File: config.mk
export PLATFORM = sky130hd
export DESIGN_NAME = dft_real_bin_engine
export DESIGN_NICKNAME = d
export VERILOG_FILES = /design/src/design/dftrb_pkg.sv /design/src/design/dft_real_bin_engine.sv /design/src/design/dftrb_ram.sv
export SDC_FILE = /design/constraint.sdc
export NUM_CORES = 2
export LEC_CHECK = 0
export BUFFER_PORTS_ARGS = -buffer_cell sky130_fd_sc_hd__buf_2
export CELL_PAD_IN_SITES_DETAIL_PLACEMENT = 1
export CELL_PAD_IN_SITES_GLOBAL_PLACEMENT = 2
export CORE_ASPECT_RATIO = 0.8
export CORE_MARGIN = 1
export CORE_UTILIZATION = 45
export DETAILED_ROUTE_END_ITERATION = 10
export PLACE_DENSITY_LB_ADDON = 0.1
export SKIP_CTS_REPAIR_TIMING = 1
export SYNTH_ARGS = -nofsm -noshare
export SYNTH_HDL_FRONTEND = slang
export SYNTH_HIERARCHICAL = 1
export SYNTH_SLANG_ARGS = --single-unit
File: constraint.sdc
create_clock -name clock -period 6.46 [get_ports clock]
set_input_delay 0.646 -clock clock [delete_from_list [all_inputs] [get_ports clock]]
set_output_delay 0.646 -clock clock [all_outputs]
set_load 0.02 [all_outputs]
File: src/design/dftrb_pkg.sv
// Shared types, codes and constants for the DFT real-bin engine.
// Holds the request/response beat structs and the Q2.14 cosine table.
// No dependencies.
package dftrb_pkg;

   localparam int POINTS       = 128;
   localparam int ADDR_W       = $clog2(POINTS);
   localparam int INDEX_W      = 7;
   localparam int SAMPLE_W     = 16;
   localparam int COS_W        = 16;
   localparam int RESULT_W     = 16;
   localparam int Q_SHIFT      = 14;
   localparam int SERIES_TERMS = 12;

   localparam longint unsigned PI_Q30 = 64'd3373259426;

   // Denominators (2n-1)*(2n) of the cosine series.
   localparam longint unsigned SERIES_DIV [SERIES_TERMS] =
      '{64'd2, 64'd12, 64'd30, 64'd56, 64'd90, 64'd132,
        64'd182, 64'd240, 64'd306, 64'd380, 64'd462, 64'd552};

   localparam logic CMD_WRITE = 1'b0;
   localparam logic CMD_BIN   = 1'b1;

   typedef struct packed {
      logic                cmd;
      logic [INDEX_W-1:0]  index;
      logic [SAMPLE_W-1:0] sample;
   } req_type;

   typedef struct packed {
      logic signed [RESULT_W-1:0] bin_real;
      logic [INDEX_W-1:0]         bin_number;
      logic                       saturated;
   } rsp_type;

   typedef logic [POINTS-1:0][COS_W-1:0] cos_table_type;

   // Elaboration-time build of cos(2*pi*p/POINTS) in Q2.14.
   function automatic cos_table_type build_cos_table();
      cos_table_type     tab;
      longint unsigned   p;
      longint unsigned   a;
      longint unsigned   theta;
      longint unsigned   t2;
      longint unsigned   term;
      longint            sum;
      logic [COS_W-1:0]  qv;
      logic              neg;
      for (int i = 0; i < POINTS; i++) begin
         p   = longint'(i);
         neg = 1'b0;
         if (2 * p > POINTS) p = POINTS - p;
         a = 2 * p;
         if (2 * a > POINTS) begin
            a   = POINTS - a;
            neg = 1'b1;
         end
         theta = (PI_Q30 * a) / POINTS;
         t2    = (theta * theta) >> 30;
         term  = 64'd1 << 30;
         sum   = longint'(term);
         for (int n = 0; n < SERIES_TERMS; n++) begin
            term = ((term * t2) >> 30) / SERIES_DIV[n];
            if (n % 2 == 0) sum = sum - longint'(term);
            else            sum = sum + longint'(term);
         end
         if (sum < 0) sum = 0;
         qv = COS_W'((longint'(sum) + 32768) >>> 16);
         tab[i] = neg ? -qv : qv;
      end
      return tab;
   endfunction

   localparam cos_table_type COS_TABLE = build_cos_table();

endpackage

File: src/design/dft_real_bin_engine.sv
// Top level of the DFT real-bin engine: sample store, MAC loop, rounding.
// Depends on dftrb_pkg and dftrb_ram.
//
//   channel | ports                 | handshake
//   --------+-----------------------+-------------------------------------
//   request | start, busy, req_data | beat taken when start && !busy
//   result  | rsp_valid, rsp_data   | one-cycle strobe, cannot be held off
//
// Sequence: a sample write is taken and busy stays low. A bin request steps
//   through RUN, DRAIN, ABS and ROUND; the one read port of the sample RAM
//   feeds one multiply-accumulate per cycle in RUN. The result strobe rises
//   as busy drops, so the next beat can be taken while the result is shown.
// Reset: after reset a clearing pass writes zero to all 128 sample entries,
//   one a cycle; busy is high throughout the pass.
// Stalls: the receiver cannot stall; a result is shown for one cycle only.
module dft_real_bin_engine
   import dftrb_pkg::*;
#(
   parameter int SAMPLE_BITS = 16
) (
   input  logic    clock,
   input  logic    reset,
   input  logic    start,
   output logic    busy,
   input  req_type req_data,
   output logic    rsp_valid,
   output rsp_type rsp_data
);

   // x (unsigned, zero-extended) times signed Q2.14 cosine
   localparam int PROD_W = SAMPLE_BITS + 1 + COS_W;
   // room for POINTS products plus sign
   localparam int ACC_W  = PROD_W + ADDR_W;
   localparam int RND_W  = ACC_W + 1 - Q_SHIFT;

   typedef enum logic [2:0] {
      ST_CLEAR,
      ST_IDLE,
      ST_RUN,
      ST_DRAIN,
      ST_ABS,
      ST_ROUND
   } state_type;

   state_type state_ff;
   logic [ADDR_W-1:0] addr_ff;
   logic              rsp_valid_ff;
   rsp_type           rsp_ff;

   // datapath
   logic [ADDR_W-1:0]         k_ff;
   logic [ADDR_W-1:0]         phase_ff;
   logic [INDEX_W-1:0]        bin_ff;
   logic                      rd_v_ff;
   logic                      prod_v_ff;
   logic signed [COS_W-1:0]   cos_ff;
   logic signed [PROD_W-1:0]  prod_ff;
   logic signed [PROD_W-1:0]  prod_in;
   logic signed [ACC_W-1:0]   acc_ff;
   logic [ACC_W-1:0]          mag_ff;
   logic [ACC_W-1:0]          mag_in;
   logic                      neg_ff;
   logic [ACC_W:0]            round_sum;
   logic [RND_W-1:0]          rnd;
   rsp_type                   rsp_in;

   // RAM ports
   logic                   ram_we;
   logic [ADDR_W-1:0]      ram_waddr;
   logic [SAMPLE_BITS-1:0] ram_wdata;
   logic [SAMPLE_BITS-1:0] ram_rdata;

   logic accept;
   logic accept_bin;
   logic accept_wr;

   assign busy       = (state_ff != ST_IDLE);
   assign accept     = start && !busy;
   assign accept_bin = accept && (req_data.cmd == CMD_BIN);
   assign accept_wr  = accept && (req_data.cmd == CMD_WRITE);

   // Write port: clearing pass after reset, otherwise sample write beats.
   // Index is as wide as the address, so every write lands in range.
   always_comb begin
      if (state_ff == ST_CLEAR) begin
         ram_we    = 1'b1;
         ram_waddr = addr_ff;
         ram_wdata = '0;
      end else begin
         ram_we    = accept_wr;
         ram_waddr = ADDR_W'(req_data.index);
         ram_wdata = req_data.sample[SAMPLE_BITS-1:0];
      end
   end

   dftrb_ram #(
      .WIDTH (SAMPLE_BITS),
      .DEPTH (POINTS)
   ) u_sample_ram (
      .clock   (clock),
      .wr_en   (ram_we),
      .wr_addr (ram_waddr),
      .wr_data (ram_wdata),
      .rd_addr (addr_ff),
      .rd_data (ram_rdata)
   );

   // Rounding: half away from zero on magnitude, then clamp to int16.
   always_comb begin
      mag_in    = acc_ff[ACC_W-1] ? $unsigned(-acc_ff) : $unsigned(acc_ff);
      round_sum = {1'b0, mag_ff} + (ACC_W+1)'(1 << (Q_SHIFT - 1));
      rnd       = round_sum[ACC_W:Q_SHIFT];
      rsp_in.bin_number = bin_ff;
      if (neg_ff) begin
         if (rnd > RND_W'(32768)) begin
            rsp_in.bin_real  = 16'sh8000;
            rsp_in.saturated = 1'b1;
         end else begin
            rsp_in.bin_real  = -$signed(rnd[RESULT_W-1:0]);
            rsp_in.saturated = 1'b0;
         end
      end else begin
         if (rnd > RND_W'(32767)) begin
            rsp_in.bin_real  = 16'sh7FFF;
            rsp_in.saturated = 1'b1;
         end else begin
            rsp_in.bin_real  = $signed(rnd[RESULT_W-1:0]);
            rsp_in.saturated = 1'b0;
         end
      end
   end

   assign prod_in = $signed({1'b0, ram_rdata}) * cos_ff;

   // Control: sequencer, address counter, result strobe.
   always_ff @(posedge clock) begin
      if (reset) begin
         state_ff     <= ST_CLEAR;
         addr_ff      <= '0;
         rsp_valid_ff <= 1'b0;
      end else begin
         rsp_valid_ff <= 1'b0;
         case (state_ff)
            ST_CLEAR: begin
               addr_ff <= addr_ff + 1'b1;
               if (addr_ff == ADDR_W'(POINTS - 1)) state_ff <= ST_IDLE;
            end
            ST_IDLE: begin
               addr_ff <= '0;
               if (accept_bin) state_ff <= ST_RUN;
            end
            ST_RUN: begin
               addr_ff <= addr_ff + 1'b1;
               if (addr_ff == ADDR_W'(POINTS - 1)) state_ff <= ST_DRAIN;
            end
            ST_DRAIN: begin
               if (!rd_v_ff && !prod_v_ff) state_ff <= ST_ABS;
            end
            ST_ABS: begin
               state_ff <= ST_ROUND;
            end
            ST_ROUND: begin
               rsp_ff       <= rsp_in;
               rsp_valid_ff <= 1'b1;
               state_ff     <= ST_IDLE;
            end
            default: begin
               state_ff <= ST_IDLE;
            end
         endcase
      end
   end

   // Pipeline valids: read data, then product.
   always_ff @(posedge clock) begin
      if (reset) begin
         rd_v_ff   <= 1'b0;
         prod_v_ff <= 1'b0;
      end else begin
         rd_v_ff   <= (state_ff == ST_RUN);
         prod_v_ff <= rd_v_ff;
      end
   end

   // MAC datapath. Phase tracks (m*k) mod POINTS by adding k each read.
   always_ff @(posedge clock) begin
      if (accept_bin) begin
         k_ff     <= ADDR_W'(req_data.index);
         bin_ff   <= req_data.index;
         phase_ff <= '0;
         acc_ff   <= '0;
      end else begin
         if (state_ff == ST_RUN) phase_ff <= phase_ff + k_ff;
         if (prod_v_ff) acc_ff <= acc_ff + ACC_W'(prod_ff);
      end
      cos_ff  <= $signed(COS_TABLE[phase_ff]);
      prod_ff <= prod_in;
      if (state_ff == ST_ABS) begin
         mag_ff <= mag_in;
         neg_ff <= acc_ff[ACC_W-1];
      end
   end

   assign rsp_valid = rsp_valid_ff;
   assign rsp_data  = rsp_ff;

   // Result strobe lasts a single cycle.
   a_strobe_single: assert property (@(posedge clock) disable iff (reset)
      rsp_valid |=> !rsp_valid)
      else $error("result strobe held longer than one cycle");

   // A bin request beat always puts the engine into its busy run.
   a_bin_busy: assert property (@(posedge clock) disable iff (reset)
      (start && !busy && req_data.cmd == CMD_BIN) |=> (busy && state_ff == ST_RUN))
      else $error("bin request did not start the MAC run");

   // Nothing left in the MAC pipeline once the engine reports idle.
   a_idle_drained: assert property (@(posedge clock) disable iff (reset)
      (state_ff == ST_IDLE) |-> (!rd_v_ff && !prod_v_ff))
      else $error("MAC pipeline active while idle");

   // A result only follows the rounding step.
   a_rsp_after_round: assert property (@(posedge clock) disable iff (reset)
      rsp_valid |-> $past(state_ff == ST_ROUND))
      else $error("result strobe without rounding step");

endmodule

File: src/design/dftrb_ram.sv
// Generic single-port-write, single-port-read RAM with registered read.
// Parameters set width and depth. No dependencies.
module dftrb_ram #(
   parameter int WIDTH = 16,
   parameter int DEPTH = 128
) (
   input  logic                     clock,
   input  logic                     wr_en,
   input  logic [$clog2(DEPTH)-1:0] wr_addr,
   input  logic [WIDTH-1:0]         wr_data,
   input  logic [$clog2(DEPTH)-1:0] rd_addr,
   output logic [WIDTH-1:0]         rd_data
);

   logic [WIDTH-1:0] mem_ff [DEPTH];
   logic [WIDTH-1:0] rd_data_ff;

   always_ff @(posedge clock) begin
      if (wr_en) begin
         mem_ff[wr_addr] <= wr_data;
      end
      rd_data_ff <= mem_ff[rd_addr];
   end

   assign rd_data = rd_data_ff;

endmodule

==> reports/metrics.cfg <==
[run_status]
status = completed

[clock_network]
clkLatencyLatePin_ns = 0.89
clock_sinks = 2232
numCtsBuffers = 224
cts_tree = built
cts_buffer_depth = 4
cts_root_buf = clkbuf_16
clkTransAtPathRegs_ns = 0.06
htree_num_levels = 4

[critical_path]
crit_type = reg -> reg
max_stage_delay_ns = 0.55
r2r_slack_ns = 0.20
cp.arrival_ns = 7.02
crit_chain = buf_6 -> and2_1 -> fa_1 -> inv_1 -> fa_1 -> inv_1 -> fa_1 -> fa_2 -> fa_1 -> inv_1 -> fa_1 -> inv_1 -> ha_2 -> a21o_1 -> a21o_1 -> a21oi_2 -> o21ai_2 -> a31oi_2 -> o41ai_2 -> or4_1 -> a31o_2 -> a21oi_2 -> xnor2_1
r2r_cells = 23
worstPathRequired_ns = 7.22
cp_max_fo = 8
worstReg2RegEnd = prod_ff[32]
reg2reg_from = cos_ff[6]
slowest_stage = or4_1
cpMostUsedCell = fa_1
cp-startpoint = cos_ff[6]
cp-start-kind = flop
end_kind = flop

[synth]
synth_flop_cell = edfxtp_1
syn_area_sq_mm = 0.09896
async_flop_share = 0
synth.area.top_cells = edfxtp_1, mux4_2, fa_1, dfxtp_1, ha_1
ys_types = 81
synth_edf_count = 2107
synth_nets = 5900
netlist.area_leader.share = 0.6394
yosysMostFrequentCell = edfxtp_1
synth-seq-cells = 2232
synth_largest_area_cell = edfxtp_1
synth_common_cells = edfxtp_1, mux4_2, nor2_1
ys_warn_count = 6
synth_area_per_cell_sq_um = 18.03
syn_inst = 5488
ys_seq_area_frac = 0.6647

[run]
maxCapViolCount = 0

[sta]
max_freq_ghz = 0.1598
setup_viol = 0
clock_skew_ns = 0.05393
fin_crit_ns = 6.259
relSlewSlack = 0.04448
maxSlewViolCount = 0
worst_pin_slew_ns = 1.421
hold_viol_final = 0
fin_crit_sh = 0.9690
fin_worst_hold_slack_ns = 0.04737
rsz0062_at_grt = true
final.setup.worst_slack_ns = 0.2006

[layout]
drive_gt1_frac = 0.2523
multi_input_area_sq_mm = 0.03149
n_fill_cell = 19770
finalInstanceArea_sq_mm = 0.1118
layoutNonFillerInstCount = 8838
area_growth_syn_to_layout_pct = 12.99
final_nets = 6196
ff_latch_area_sq_mm = 0.06583

[die]
dieArea_sq_mm = 0.2218
fp.coreArea_sq_mm = 0.2179
row_count = 153
fp.dieW_um = 526.3
die_height_um = 421.4
pin_count = 53
initial_core_util = 0.4542

[global_routing]
grtUsageTotal = 0.2476
use_met3 = 0.04478
grt_pass1_vias = 53990
grt-ovfl-total = 0
busiest_layer = met1
grt_util_met2 = 0.3567
grt_start_max_net_pins = 129
antenna_found_initial = 24
use_met1 = 0.3960
grt_pass1_wl_um = 395700

[route]
vias = 53040
ant_nets = 0
wl_per_cell_um = 30.93
drtIter0Drc = 5743
via_per_inst = 6.002
dr.pass1.iters = 7
totalWireLength_um = 273400
drc = 0

[placement]
dp_slack_ns = -0.2810
placedCellCount = 8421
numPortBuffers = 52
dpl.hpwl_um = 175100
gp_congestion = 0.8089
post_dp_cell_area_sq_mm = 0.1045

[hold_path]
hp-start = req_data[19]
hold_path_class = in -> reg
hold_depth = 1
holdPathEnd = bin_ff[3]

per-layer routing:
| layer | vias to the layer above | wire [um] |
|---|---|---|
| met5 | - | 12 |
| met3 | 276 | 21570 |
| met1 | 28660 | 129100 |
| met4 | 2 | 4188 |
| li1 | 22220 | - |
| met2 | 1881 | 118500 |
cell families (layout without fill, tap and decap cells):
group | after synthesis | after routing | share of synthesized area
flops | 2232 | 2232 | 0.6647
simple gates | 992 | 992 | 0.04848
mux | 736 | 736 | 0.1605
buf+inv | 560 | 1033 | 0.02203
compound gates | 472 | 472 | 0.03095
fa+ha+maj | 386 | 386 | 0.06365
xor+xnor | 110 | 110 | 0.009736
other cells | 0 | 10 | 0
area by class of cell:
| class | instances | share of cell area |
|---|---|---|
| sequential | 2232 | 0.5888 |
| antenna | 10 | 0.0002238 |
| multi-input combinational | 2696 | 0.2816 |
| clock inverter | 127 | 0.01061 |
| clock buffer | 276 | 0.05263 |
| inverter | 274 | 0.009198 |
| tap | 2867 | 0.03208 |
| timing repair buffer | 356 | 0.02484 |
worst max path at each step:
| stage | slack, ns | end | cells past startpoint |
|---|---|---|---|
| 2_1_floorplan | 0.20 | prod_ff[32] | 22 |
| 5_1_grt | -0.08 | prod_ff[21] | 24 |
| 6_report | 0.20 | prod_ff[32] | 23 |
| 3_5_place_dp | -0.28 | prod_ff[18] | 23 |
| 3_3_place_gp | -0.13 | prod_ff[32] | 20 |
| 4_1_cts | -0.40 | prod_ff[18] | 23 |
registers in the layout, summed over array words and instances (netlist names), 16 cells and up:
register              count
acc_ff                   40
cos_ff                   16
mag_ff                   27
prod_ff                  33
rsp_data                 24
u_sample_ram/mem_ff    2048
u_sample_ram/rd_data     16
cell usage in the layout, fill, tap and decap left out, drive strengths merged, types with 27 or more instances in the layout:
master	instances
mux2	27
fa	196
nor2	286
nor2b	41
inv	278
and2	123
clkinv	97
a21oi	122
a211oi	31
xnor2	82
a21o	33
dfxtp	125
ha	189
edfxtp	2107
buf	355
xor2	28
a31oi	33
nand2	281
nor3	52
nand3	57
clkbuf	276
mux2i	31
o21ai	102
mux4	678
stage by stage:
| stage | utilization | setup TNS (ns) |
|---|---|---|
| 2_1_floorplan | - | 0 |
| 3_3_place_gp | 0.4796 | -0.2850 |
| 3_5_place_dp | 0.4796 | -0.8955 |
| 4_1_cts | 0.5120 | -1.802 |
| 5_1_grt | 0.5132 | -0.1242 |
| 6_report | 0.5133 | 0 |
worst max-delay path: cells and delay by family, from the launching register on:
| kind | cells | cell delay [ns] |
|---|---|---|
| AO/OA/AOI/OAI | 8 | 1.29 |
| XOR/XNOR | 1 | 0.13 |
| adder cells (fa/ha/maj) | 7 | 3.29 |
| buffers and inverters | 5 | 0.35 |
| flip-flops | 1 | 0.38 |
| AND/OR/NAND/NOR | 2 | 0.72 |
Power is not shown: default switching activity piles up to over one toggle a cycle in this logic, so the estimate is an artifact.
